[src/rtl/dcd_pkg.sv]
// ----------------------------------------------------------------------------
// Double clap detector package
// Shared types and constants for the window framing, evaluation and
// configuration logic.
// ----------------------------------------------------------------------------
package dcd_pkg;

  localparam int unsigned SampleW = 12;
  localparam int unsigned CountW  = 16;
  localparam int unsigned TimeW   = 32;
  localparam int unsigned PhaseW  = 8;

  // Window and gap lengths in milliseconds.
  localparam logic [PhaseW-1:0] WINDOW_MS = 8'd100;
  localparam logic [PhaseW-1:0] GAP_MS    = 8'd20;
  localparam logic [PhaseW-1:0] PHASE_MAX = 8'd255;

  localparam logic [CountW-1:0] COUNT_MAX = 16'hFFFF;

  localparam int unsigned CfgIdxW  = 3;
  localparam int unsigned CfgDataW = 16;

  // Register indexes of the configuration port.
  typedef enum logic [CfgIdxW-1:0] {
    REG_LOUD_LEVEL     = 3'd0,
    REG_ACTIVE_COUNT   = 3'd1,
    REG_CLAP_COUNT_MIN = 3'd2,
    REG_CLAP_COUNT_MAX = 3'd3,
    REG_CROSSINGS_MIN  = 3'd4,
    REG_DURATION_MIN   = 3'd5,
    REG_DURATION_MAX   = 3'd6,
    REG_PAIR_WINDOW    = 3'd7
  } cfg_reg_t;

  typedef struct packed {
    logic [SampleW-1:0] loud_level;
    logic [CountW-1:0]  active_count;
    logic [CountW-1:0]  clap_count_min;
    logic [CountW-1:0]  clap_count_max;
    logic [CountW-1:0]  crossings_min;
    logic [CountW-1:0]  duration_min;
    logic [CountW-1:0]  duration_max;
    logic [CountW-1:0]  pair_window;
  } cfg_t;

  // Window framing to evaluation: end-of-window event and its totals.
  typedef struct packed {
    logic              window_end;
    logic [CountW-1:0] loud_total;
    logic [CountW-1:0] crossing_total;
  } win_evt_t;

  // Evaluation results for one item.
  typedef struct packed {
    logic              lamp_on;
    logic              clap_seen;
    logic              pair_seen;
    logic              sound_on;
    logic [CountW-1:0] last_duration;
  } eval_res_t;

endpackage

[src/rtl/dcd_cfg_regs.sv]
// ----------------------------------------------------------------------------
// Configuration registers
// Holds the eight detection thresholds, written through a plain write port.
// ----------------------------------------------------------------------------
module dcd_cfg_regs (
  input  logic                         clk,
  input  logic                         rst,
  input  logic                         cfg_we,
  input  logic [dcd_pkg::CfgIdxW-1:0]  cfg_index,
  input  logic [dcd_pkg::CfgDataW-1:0] cfg_data,
  output dcd_pkg::cfg_t                cfg
);

  always_ff @(posedge clk) begin
    if (rst) begin
      cfg.loud_level     <= 12'd4000;
      cfg.active_count   <= 16'd120;
      cfg.clap_count_min <= 16'd150;
      cfg.clap_count_max <= 16'd400;
      cfg.crossings_min  <= 16'd60;
      cfg.duration_min   <= 16'd30;
      cfg.duration_max   <= 16'd150;
      cfg.pair_window    <= 16'd800;
    end else if (cfg_we) begin
      unique case (dcd_pkg::cfg_reg_t'(cfg_index))
        dcd_pkg::REG_LOUD_LEVEL:     cfg.loud_level     <= cfg_data[dcd_pkg::SampleW-1:0];
        dcd_pkg::REG_ACTIVE_COUNT:   cfg.active_count   <= cfg_data;
        dcd_pkg::REG_CLAP_COUNT_MIN: cfg.clap_count_min <= cfg_data;
        dcd_pkg::REG_CLAP_COUNT_MAX: cfg.clap_count_max <= cfg_data;
        dcd_pkg::REG_CROSSINGS_MIN:  cfg.crossings_min  <= cfg_data;
        dcd_pkg::REG_DURATION_MIN:   cfg.duration_min   <= cfg_data;
        dcd_pkg::REG_DURATION_MAX:   cfg.duration_max   <= cfg_data;
        dcd_pkg::REG_PAIR_WINDOW:    cfg.pair_window    <= cfg_data;
        default: ;
      endcase
    end
  end

endmodule

[src/rtl/dcd_window.sv]
// ----------------------------------------------------------------------------
// Window framing and counting
// Splits the sample stream into analysis windows and gaps, and counts loud
// samples, and the loud samples that cross mid-scale, inside each window.
// ----------------------------------------------------------------------------
module dcd_window (
  input  logic                        clk,
  input  logic                        rst,
  input  logic                        step,
  input  logic [dcd_pkg::SampleW-1:0] sample,
  input  logic                        ms_tick,
  input  logic [dcd_pkg::SampleW-1:0] loud_level,
  output dcd_pkg::win_evt_t           evt
);

  logic                        in_window, in_window_next;
  logic                        have_prev, have_prev_next;
  logic [dcd_pkg::PhaseW-1:0]  phase, phase_next, phase_inc;
  logic [dcd_pkg::SampleW-1:0] prev_sample, prev_sample_next;
  logic [dcd_pkg::CountW-1:0]  loud_cnt, loud_cnt_next;
  logic [dcd_pkg::CountW-1:0]  cross_cnt, cross_cnt_next;
  logic                        is_loud, crossed;

  always_comb begin
    phase_inc = (ms_tick && phase != dcd_pkg::PHASE_MAX) ? phase + 8'd1 : phase;
    is_loud   = sample > loud_level;
    // The top bit of the sample tells which side of mid-scale it lies on.
    crossed   = sample[dcd_pkg::SampleW-1] != prev_sample[dcd_pkg::SampleW-1];

    in_window_next   = in_window;
    have_prev_next   = have_prev;
    phase_next       = phase_inc;
    prev_sample_next = prev_sample;
    loud_cnt_next    = loud_cnt;
    cross_cnt_next   = cross_cnt;
    evt              = '0;

    if ((in_window && !have_prev) || (!in_window && phase_inc >= dcd_pkg::GAP_MS)) begin
      // Seed a new window: this sample only sets the previous value.
      in_window_next   = 1'b1;
      have_prev_next   = 1'b1;
      phase_next       = '0;
      prev_sample_next = sample;
      loud_cnt_next    = '0;
      cross_cnt_next   = '0;
    end else if (in_window && phase_inc >= dcd_pkg::WINDOW_MS) begin
      evt.window_end     = 1'b1;
      evt.loud_total     = loud_cnt;
      evt.crossing_total = cross_cnt;
      in_window_next     = 1'b0;
      phase_next         = '0;
    end else if (in_window) begin
      prev_sample_next = sample;
      if (is_loud) begin
        if (loud_cnt != dcd_pkg::COUNT_MAX) loud_cnt_next = loud_cnt + 16'd1;
        if (crossed && cross_cnt != dcd_pkg::COUNT_MAX) cross_cnt_next = cross_cnt + 16'd1;
      end
    end
  end

  always_ff @(posedge clk) begin
    if (rst) begin
      in_window   <= 1'b1;
      have_prev   <= 1'b0;
      phase       <= '0;
      prev_sample <= '0;
      loud_cnt    <= '0;
      cross_cnt   <= '0;
    end else if (step) begin
      in_window   <= in_window_next;
      have_prev   <= have_prev_next;
      phase       <= phase_next;
      prev_sample <= prev_sample_next;
      loud_cnt    <= loud_cnt_next;
      cross_cnt   <= cross_cnt_next;
    end
  end

endmodule

[src/rtl/dcd_eval.sv]
// ----------------------------------------------------------------------------
// Window evaluation
// Keeps the millisecond clock, tracks active sounds, qualifies claps and
// pairs two claps into a lamp toggle.
// ----------------------------------------------------------------------------
module dcd_eval (
  input  logic               clk,
  input  logic               rst,
  input  logic               step,
  input  logic               ms_tick,
  input  dcd_pkg::win_evt_t  evt,
  input  dcd_pkg::cfg_t      cfg,
  output dcd_pkg::eval_res_t res
);

  logic [dcd_pkg::TimeW-1:0]  clock_ms, clock_next;
  logic [dcd_pkg::TimeW-1:0]  start_ms, start_next;
  logic [dcd_pkg::TimeW-1:0]  first_ms, first_next;
  logic [dcd_pkg::TimeW-1:0]  span, since_first, pair_win;
  logic [dcd_pkg::CountW-1:0] duration, duration_next;
  logic                       active, active_next;
  logic                       waiting, waiting_next;
  logic                       lamp, lamp_next;
  logic                       clap, pair;

  always_comb begin
    clock_next    = clock_ms + {31'd0, ms_tick};
    span          = clock_next - start_ms;
    since_first   = clock_next - first_ms;
    pair_win      = {16'd0, cfg.pair_window};
    start_next    = start_ms;
    first_next    = first_ms;
    duration_next = duration;
    active_next   = active;
    waiting_next  = waiting;
    lamp_next     = lamp;
    clap          = 1'b0;
    pair          = 1'b0;

    if (evt.window_end) begin
      if (evt.loud_total > cfg.active_count && !active) begin
        active_next = 1'b1;
        start_next  = clock_next;
      end
      if (evt.loud_total < cfg.active_count && active) begin
        active_next   = 1'b0;
        duration_next = (span[dcd_pkg::TimeW-1:dcd_pkg::CountW] != '0) ?
                        dcd_pkg::COUNT_MAX : span[dcd_pkg::CountW-1:0];
      end
      clap = evt.loud_total > cfg.clap_count_min && evt.loud_total < cfg.clap_count_max &&
             evt.crossing_total > cfg.crossings_min &&
             duration_next > cfg.duration_min && duration_next < cfg.duration_max;
      if (!waiting) begin
        if (clap) begin
          waiting_next = 1'b1;
          first_next   = clock_next;
        end
      end else begin
        pair = clap && since_first < pair_win;
        if (pair) lamp_next = !lamp;
        // A pair ends the wait, and so does a first clap that has gone stale.
        if (pair || since_first > pair_win) waiting_next = 1'b0;
      end
    end

    res.lamp_on       = lamp_next;
    res.clap_seen     = clap;
    res.pair_seen     = pair;
    res.sound_on      = active_next;
    res.last_duration = duration_next;
  end

  always_ff @(posedge clk) begin
    if (rst) begin
      clock_ms <= '0;
      start_ms <= '0;
      first_ms <= '0;
      duration <= '0;
      active   <= 1'b0;
      waiting  <= 1'b0;
      lamp     <= 1'b0;
    end else if (step) begin
      clock_ms <= clock_next;
      start_ms <= start_next;
      first_ms <= first_next;
      duration <= duration_next;
      active   <= active_next;
      waiting  <= waiting_next;
      lamp     <= lamp_next;
    end
  end

endmodule

[src/rtl/double_clap_detector_top.sv]
// ----------------------------------------------------------------------------
// Double clap detector
// Streams microphone samples, detects two claps in quick succession and
// toggles a lamp level.
// ----------------------------------------------------------------------------
// Usage: each slave-side transaction carries one 12-bit converter sample and
// a flag saying one millisecond passed before it. Every accepted sample
// yields exactly one master-side transaction with the lamp level, the
// window-end, clap and pair flags, the totals of the evaluated window, the
// active-sound flag and the last sound duration.
// An accepted sample is loaded into the input register, and the framing and
// evaluation logic then run from it into the result register. Throughput is
// one transaction per cycle while the receiver keeps up; the state registers
// are updated in the same edge that loads the result register, so the next
// sample sees them at once.
// When the receiver stalls, the result register holds and an empty input
// register still takes one more sample; after that s_tready drops until the
// result is taken. Configuration writes take effect on the next clock and
// are meant to happen while no transaction is in flight.
// Reset (synchronous, active high) empties both registers, restores the
// default thresholds and clears the lamp, clocks, counters and trackers.
// ----------------------------------------------------------------------------
module double_clap_detector_top (
  input  logic                         clk,
  input  logic                         rst,
  // Sample stream.
  input  logic                         s_tvalid,
  output logic                         s_tready,
  input  logic [15:0]                  s_tdata,   // [11:0] sample, [12] ms_tick
  // Result stream.
  output logic                         m_tvalid,
  input  logic                         m_tready,
  // [0] lamp_on, [1] window_end, [2] clap_seen, [3] pair_seen,
  // [19:4] loud_total, [35:20] crossing_total, [36] sound_on,
  // [52:37] last_duration
  output logic [55:0]                  m_tdata,
  // Configuration write port.
  input  logic                         cfg_we,
  input  logic [dcd_pkg::CfgIdxW-1:0]  cfg_index,
  input  logic [dcd_pkg::CfgDataW-1:0] cfg_data
);

  logic                        in_valid;
  logic [dcd_pkg::SampleW-1:0] in_sample;
  logic                        in_tick;
  logic                        step;
  dcd_pkg::cfg_t               cfg;
  dcd_pkg::win_evt_t           evt;
  dcd_pkg::eval_res_t          res;

  // The held sample moves on whenever the result register is free or drains.
  assign step     = in_valid && (!m_tvalid || m_tready);
  assign s_tready = !in_valid || step;

  always_ff @(posedge clk) begin
    if (rst) begin
      in_valid <= 1'b0;
    end else if (s_tready) begin
      in_valid <= s_tvalid;
    end
  end

  always_ff @(posedge clk) begin
    if (s_tvalid && s_tready) begin
      in_sample <= s_tdata[dcd_pkg::SampleW-1:0];
      in_tick   <= s_tdata[dcd_pkg::SampleW];
    end
  end

  dcd_cfg_regs u_cfg (
    .clk       (clk),
    .rst       (rst),
    .cfg_we    (cfg_we),
    .cfg_index (cfg_index),
    .cfg_data  (cfg_data),
    .cfg       (cfg)
  );

  dcd_window u_window (
    .clk        (clk),
    .rst        (rst),
    .step       (step),
    .sample     (in_sample),
    .ms_tick    (in_tick),
    .loud_level (cfg.loud_level),
    .evt        (evt)
  );

  dcd_eval u_eval (
    .clk     (clk),
    .rst     (rst),
    .step    (step),
    .ms_tick (in_tick),
    .evt     (evt),
    .cfg     (cfg),
    .res     (res)
  );

  // Result register.
  always_ff @(posedge clk) begin
    if (rst) begin
      m_tvalid <= 1'b0;
    end else if (step) begin
      m_tvalid <= 1'b1;
    end else if (m_tready) begin
      m_tvalid <= 1'b0;
    end
  end

  always_ff @(posedge clk) begin
    if (step) begin
      m_tdata <= {3'd0, res.last_duration, res.sound_on, evt.crossing_total,
                  evt.loud_total, res.pair_seen, res.clap_seen, evt.window_end,
                  res.lamp_on};
    end
  end

endmodule

[config.mk]
export PLATFORM = sky130hd
export DESIGN_NAME = double_clap_detector_top
export DESIGN_NICKNAME = d
export VERILOG_FILES = /design/src/rtl/dcd_pkg.sv /design/src/rtl/dcd_cfg_regs.sv /design/src/rtl/dcd_window.sv /design/src/rtl/dcd_eval.sv /design/src/rtl/double_clap_detector_top.sv
export SDC_FILE = /design/constraint.sdc
export NUM_CORES = 1
export LEC_CHECK = 0
export ABC_AREA = 0
export BUFFER_PORTS_ARGS = -buffer_cell sky130_fd_sc_hd__buf_2
export CORE_ASPECT_RATIO = 1.25
export CORE_MARGIN = 8
export CORE_UTILIZATION = 61
export DETAILED_ROUTE_END_ITERATION = 7
export GPL_TIMING_DRIVEN = 0
export PLACE_DENSITY_LB_ADDON = 0.3
export SLEW_MARGIN = 20
export SYNTH_ARGS = -nofsm -noshare
export SYNTH_HDL_FRONTEND = slang
export SYNTH_SLANG_ARGS = --single-unit
export TNS_END_PERCENT = 5
[constraint.sdc]
create_clock -name clk -period 8.98 [get_ports clk]
set_input_delay 0.898 -clock clk [delete_from_list [all_inputs] [get_ports clk]]
set_output_delay 0.898 -clock clk [all_outputs]
set_load 0.02 [all_outputs]
==> flow_metrics.env <==
export IMPL_cp_max_fo=10
export IMPL_setup_viol=0
export IMPL_finalWorstPathRequiredPeriod_ns=8.56
export IMPL_grt_usage=0.305
export IMPL_antenna_found_initial=0
export IMPL_fmax_mhz=117
export IMPL_area_delta_synth_final_pct=12.0
export IMPL_p_total_mw=3.40
export IMPL_wirelength_met1_um=23900
export IMPL_finalWorstSetupSlack_ns=0.417
export IMPL_tns_ns=0
export IMPL_ioPinCount=98
export IMPL_grt_pass1_wl_um=101000
export IMPL_synth_compound_area_frac=0.188
export IMPL_p_leak_nw=9.95
export IMPL_synth_seq_area_share=0.358
export IMPL_synth_top_family_by_area="simple AND/OR/NAND/NOR gates"
export IMPL_ys_top_cells_by_area="dfxtp_1 27%, ha_1 11%, edfxtp_1 9.3%, nand2_1 6.1%, a21oi_1 5.5%"
export IMPL_regArea_um2=7670
export IMPL_syn_avg_cell_area_um2=8.21
export IMPL_vias_per_cell=6.12
export IMPL_remaining_drc_errors=0
export IMPL_path_class="reg2reg"
export IMPL_power_density_nw_per_um2=142
export IMPL_yosysUniqueCellTypes=87
export IMPL_gr_total_overflow=0
export IMPL_internal_power_mw=2.57
export IMPL_grt_start_max_net_pins=34
export IMPL_chipWidth_um=184
export IMPL_ir_worst_vdd_uv=110
export IMPL_yosys_area_share_simple=0.207
export IMPL_cts_tree="yes"
export IMPL_wl_met3_um=3420
export IMPL_grt_pass1_vias=19400
export IMPL_end_kind="flip-flop"
export IMPL_die_area_um2=41400
export IMPL_p_seq_frac=0.483
export IMPL_ys_warn_count=0
export IMPL_crit_path_top_delay_cell="a2111oi_1"
export IMPL_cts_htree_levels=2
export IMPL_synth_cells=2605
export IMPL_fin_util=0.694
export IMPL_pre_cts_ws_ns=-1.33
export IMPL_hold_violations=0
export IMPL_firstDrtPassIters=7
export IMPL_worst_pin_slew_ns=1.02
export IMPL_syn_cell_area_um2=21400
export IMPL_rows=76
export IMPL_max_stage_delay_ns=0.45
export IMPL_hold_buffers=0
export IMPL_netlist_area_leader_share=0.266
export IMPL_place_inst=3153
export IMPL_layout_cells_non_filler=3223
export IMPL_hp_class="reg2reg"
export IMPL_n_fill_cell=2867
export IMPL_nets=2958
export IMPL_vias=19700
export IMPL_skew_ns=0.0167
export IMPL_clock_power_share=0.447
export IMPL_max_cap_viol_count=0
export IMPL_synthXorXnorAreaFrac=0.0495
export IMPL_share_comb_of_total_power=0.069
export IMPL_cts_inserted_buffers=37
export IMPL_layout_drive_gt1_share=0.102
export IMPL_cts_sinks=350
export IMPL_power_switching_fraction=0.244
export IMPL_ant_nets=0
export IMPL_muxShareOfSynthArea=0.0161
export IMPL_dp_final_hpwl_um=49200
export IMPL_drt_iter0_markers=1469
export IMPL_final_max_slew_viol_count=0
export IMPL_fp_coreArea_um2=34500
export IMPL_final_area_um2=24000
export IMPL_cp_start_kind="flip-flop"
export IMPL_synth_area_leader_cell="dfxtp_1"
export IMPL_path_clk_slew_ns=0.06
export IMPL_hold_slack_ns=0.456
export IMPL_met2_length_um=31900
export IMPL_initial_utilization=0.620
export IMPL_wl_um=64600
export IMPL_arrival_ns=9.02
export IMPL_worstRegToRegCells=34
export IMPL_ys_flop_type="dfxtp_1"
export IMPL_fin_crit_sh=0.954
export IMPL_ys_seq_elements=350
export IMPL_whs_path_depth=2
export IMPL_die_height_um=225
export IMPL_placed_cell_area_um2=22400
export IMPL_maxUsedRoutingLayer="met4"
export IMPL_avgRoutedWirePerCell_um=20.1
export IMPL_io_buffers=76
export IMPL_outcome="finished, final reports clean"
export IMPL_ys_async_sr_fraction=0
export IMPL_cts_buffer_depth=3
export IMPL_place_gp_congestion=0.951
export IMPL_synth_edf_count=66
export IMPL_multi_input_area_um2=12600
export IMPL_root_buffer="clkbuf_16"
export IMPL_insertion_delay_ns=0.54
export IMPL_grt_setup_unrepaired="false"
export IMPL_p_sw_mw=0.827
export IMPL_required_ns=9.44
export IMPL_synthAdderAreaFrac=0.112
export IMPL_diodes=0
export IMPL_relSlewSlack=0.315
-- worst max-delay path: cells and delay by family, from the launching register on --
family,cells,cell delay (ns)
mux,1,0.20
simple gates,14,2.94
xor+xnor,1,0.19
compound gates,9,2.65
flops,1,0.43
fa+ha+maj,3,0.97
buf+inv,6,1.10
-- layout make-up --
cell class | instances | area share
clock inverter | 15 | 0.00475
tap | 468 | 0.0244
buffer | 128 | 0.0236
clock buffer | 52 | 0.0448
multi-input combinational | 1885 | 0.524
timing repair buffer | 88 | 0.0210
sequential | 350 | 0.320
inverter | 237 | 0.0371
-- cells in the mapped netlist (34+ instances only) --
library cell  count
nand2_1         347
inv_1           235
xor2_1           71
nand3_1          67
clkbuf_1        104
ha_1            189
dfxtp_1         284
edfxtp_1         66
a211oi_1         43
nor2_1          200
a21o_1           36
xnor2_1          50
a211o_1          34
nor3_1           38
nand4_1          57
and2_1           39
a21oi_1         237
o21ai_0          78
-- cell families after synthesis --
kind of cell / count (synthesis)
simple gates: 919
flops: 350
mux: 32
xor+xnor: 121
buf+inv: 372
compound gates: 619
other cells: 1
fa+ha+maj: 191
-- sequential cells by signal, indices dropped and copies added, names as in the netlist, 8 cells and up --
register	count
u_eval.clock_ms	32
u_window.phase	8
u_eval.duration	16
u_window.loud_cnt	16
u_eval.first_ms	32
u_eval.start_ms	32
in_sample	12
u_window.cross_cnt	16
m_tdata	53
u_cfg.cfg	124
-- cell usage in the layout (no fill, tap or decap), drive strengths merged, types with 39 or more instances in the layout --
cell,netlist,final
a211oi,44,44
a21oi,239,239
and2,42,42
buf,19,108
clkbuf,116,160
dfxtp,284,284
edfxtp,66,66
ha,189,189
inv,237,240
nand2,348,348
nand3,67,67
nand4,57,57
nor2,200,200
nor3,39,39
o21ai,81,81
xnor2,50,50
xor2,71,71
-- final timing paths --
path | slack, ns | end | start
hold / removal | 0.46 | u_cfg.cfg[24] | u_cfg.cfg[24]
setup / recovery | 0.42 | u_eval.first_ms[0] | in_tick
setup reg to reg | 0.42 | u_eval.first_ms[0] | in_tick
hold reg to reg | 0.46 | u_cfg.cfg[24] | u_cfg.cfg[24]
-- per-layer routing --
layer / vias up / GRT usage
met4: 0 / 0.228
li1: 9371 / -
met3: 291 / 0.0421
met5: - / 0
met1: 9338 / 0.321
met2: 716 / 0.548
-- power by group through the flow --
stage / Sequential [mW] / Clock [mW] / Combinational (mW)
global route: 1.64 / 1.59 / 0.253
detailed placement: 1.68 / 0 / 0.228
CTS: 1.64 / 1.53 / 0.231
floorplan: 1.69 / 0 / 0.127
finish: 1.64 / 1.52 / 0.236
global placement: 1.68 / 0 / 0.218
-- what timing repair did --
action                                 in CTS  in global routing
gates resized for setup                    26                 56
buffers inserted                            4                  6
setup endpoints to repair                  37                 36
pin swaps                                   3                 10
endpoints found under the hold margin       0                  0
(Power assumes the default switching activity.)
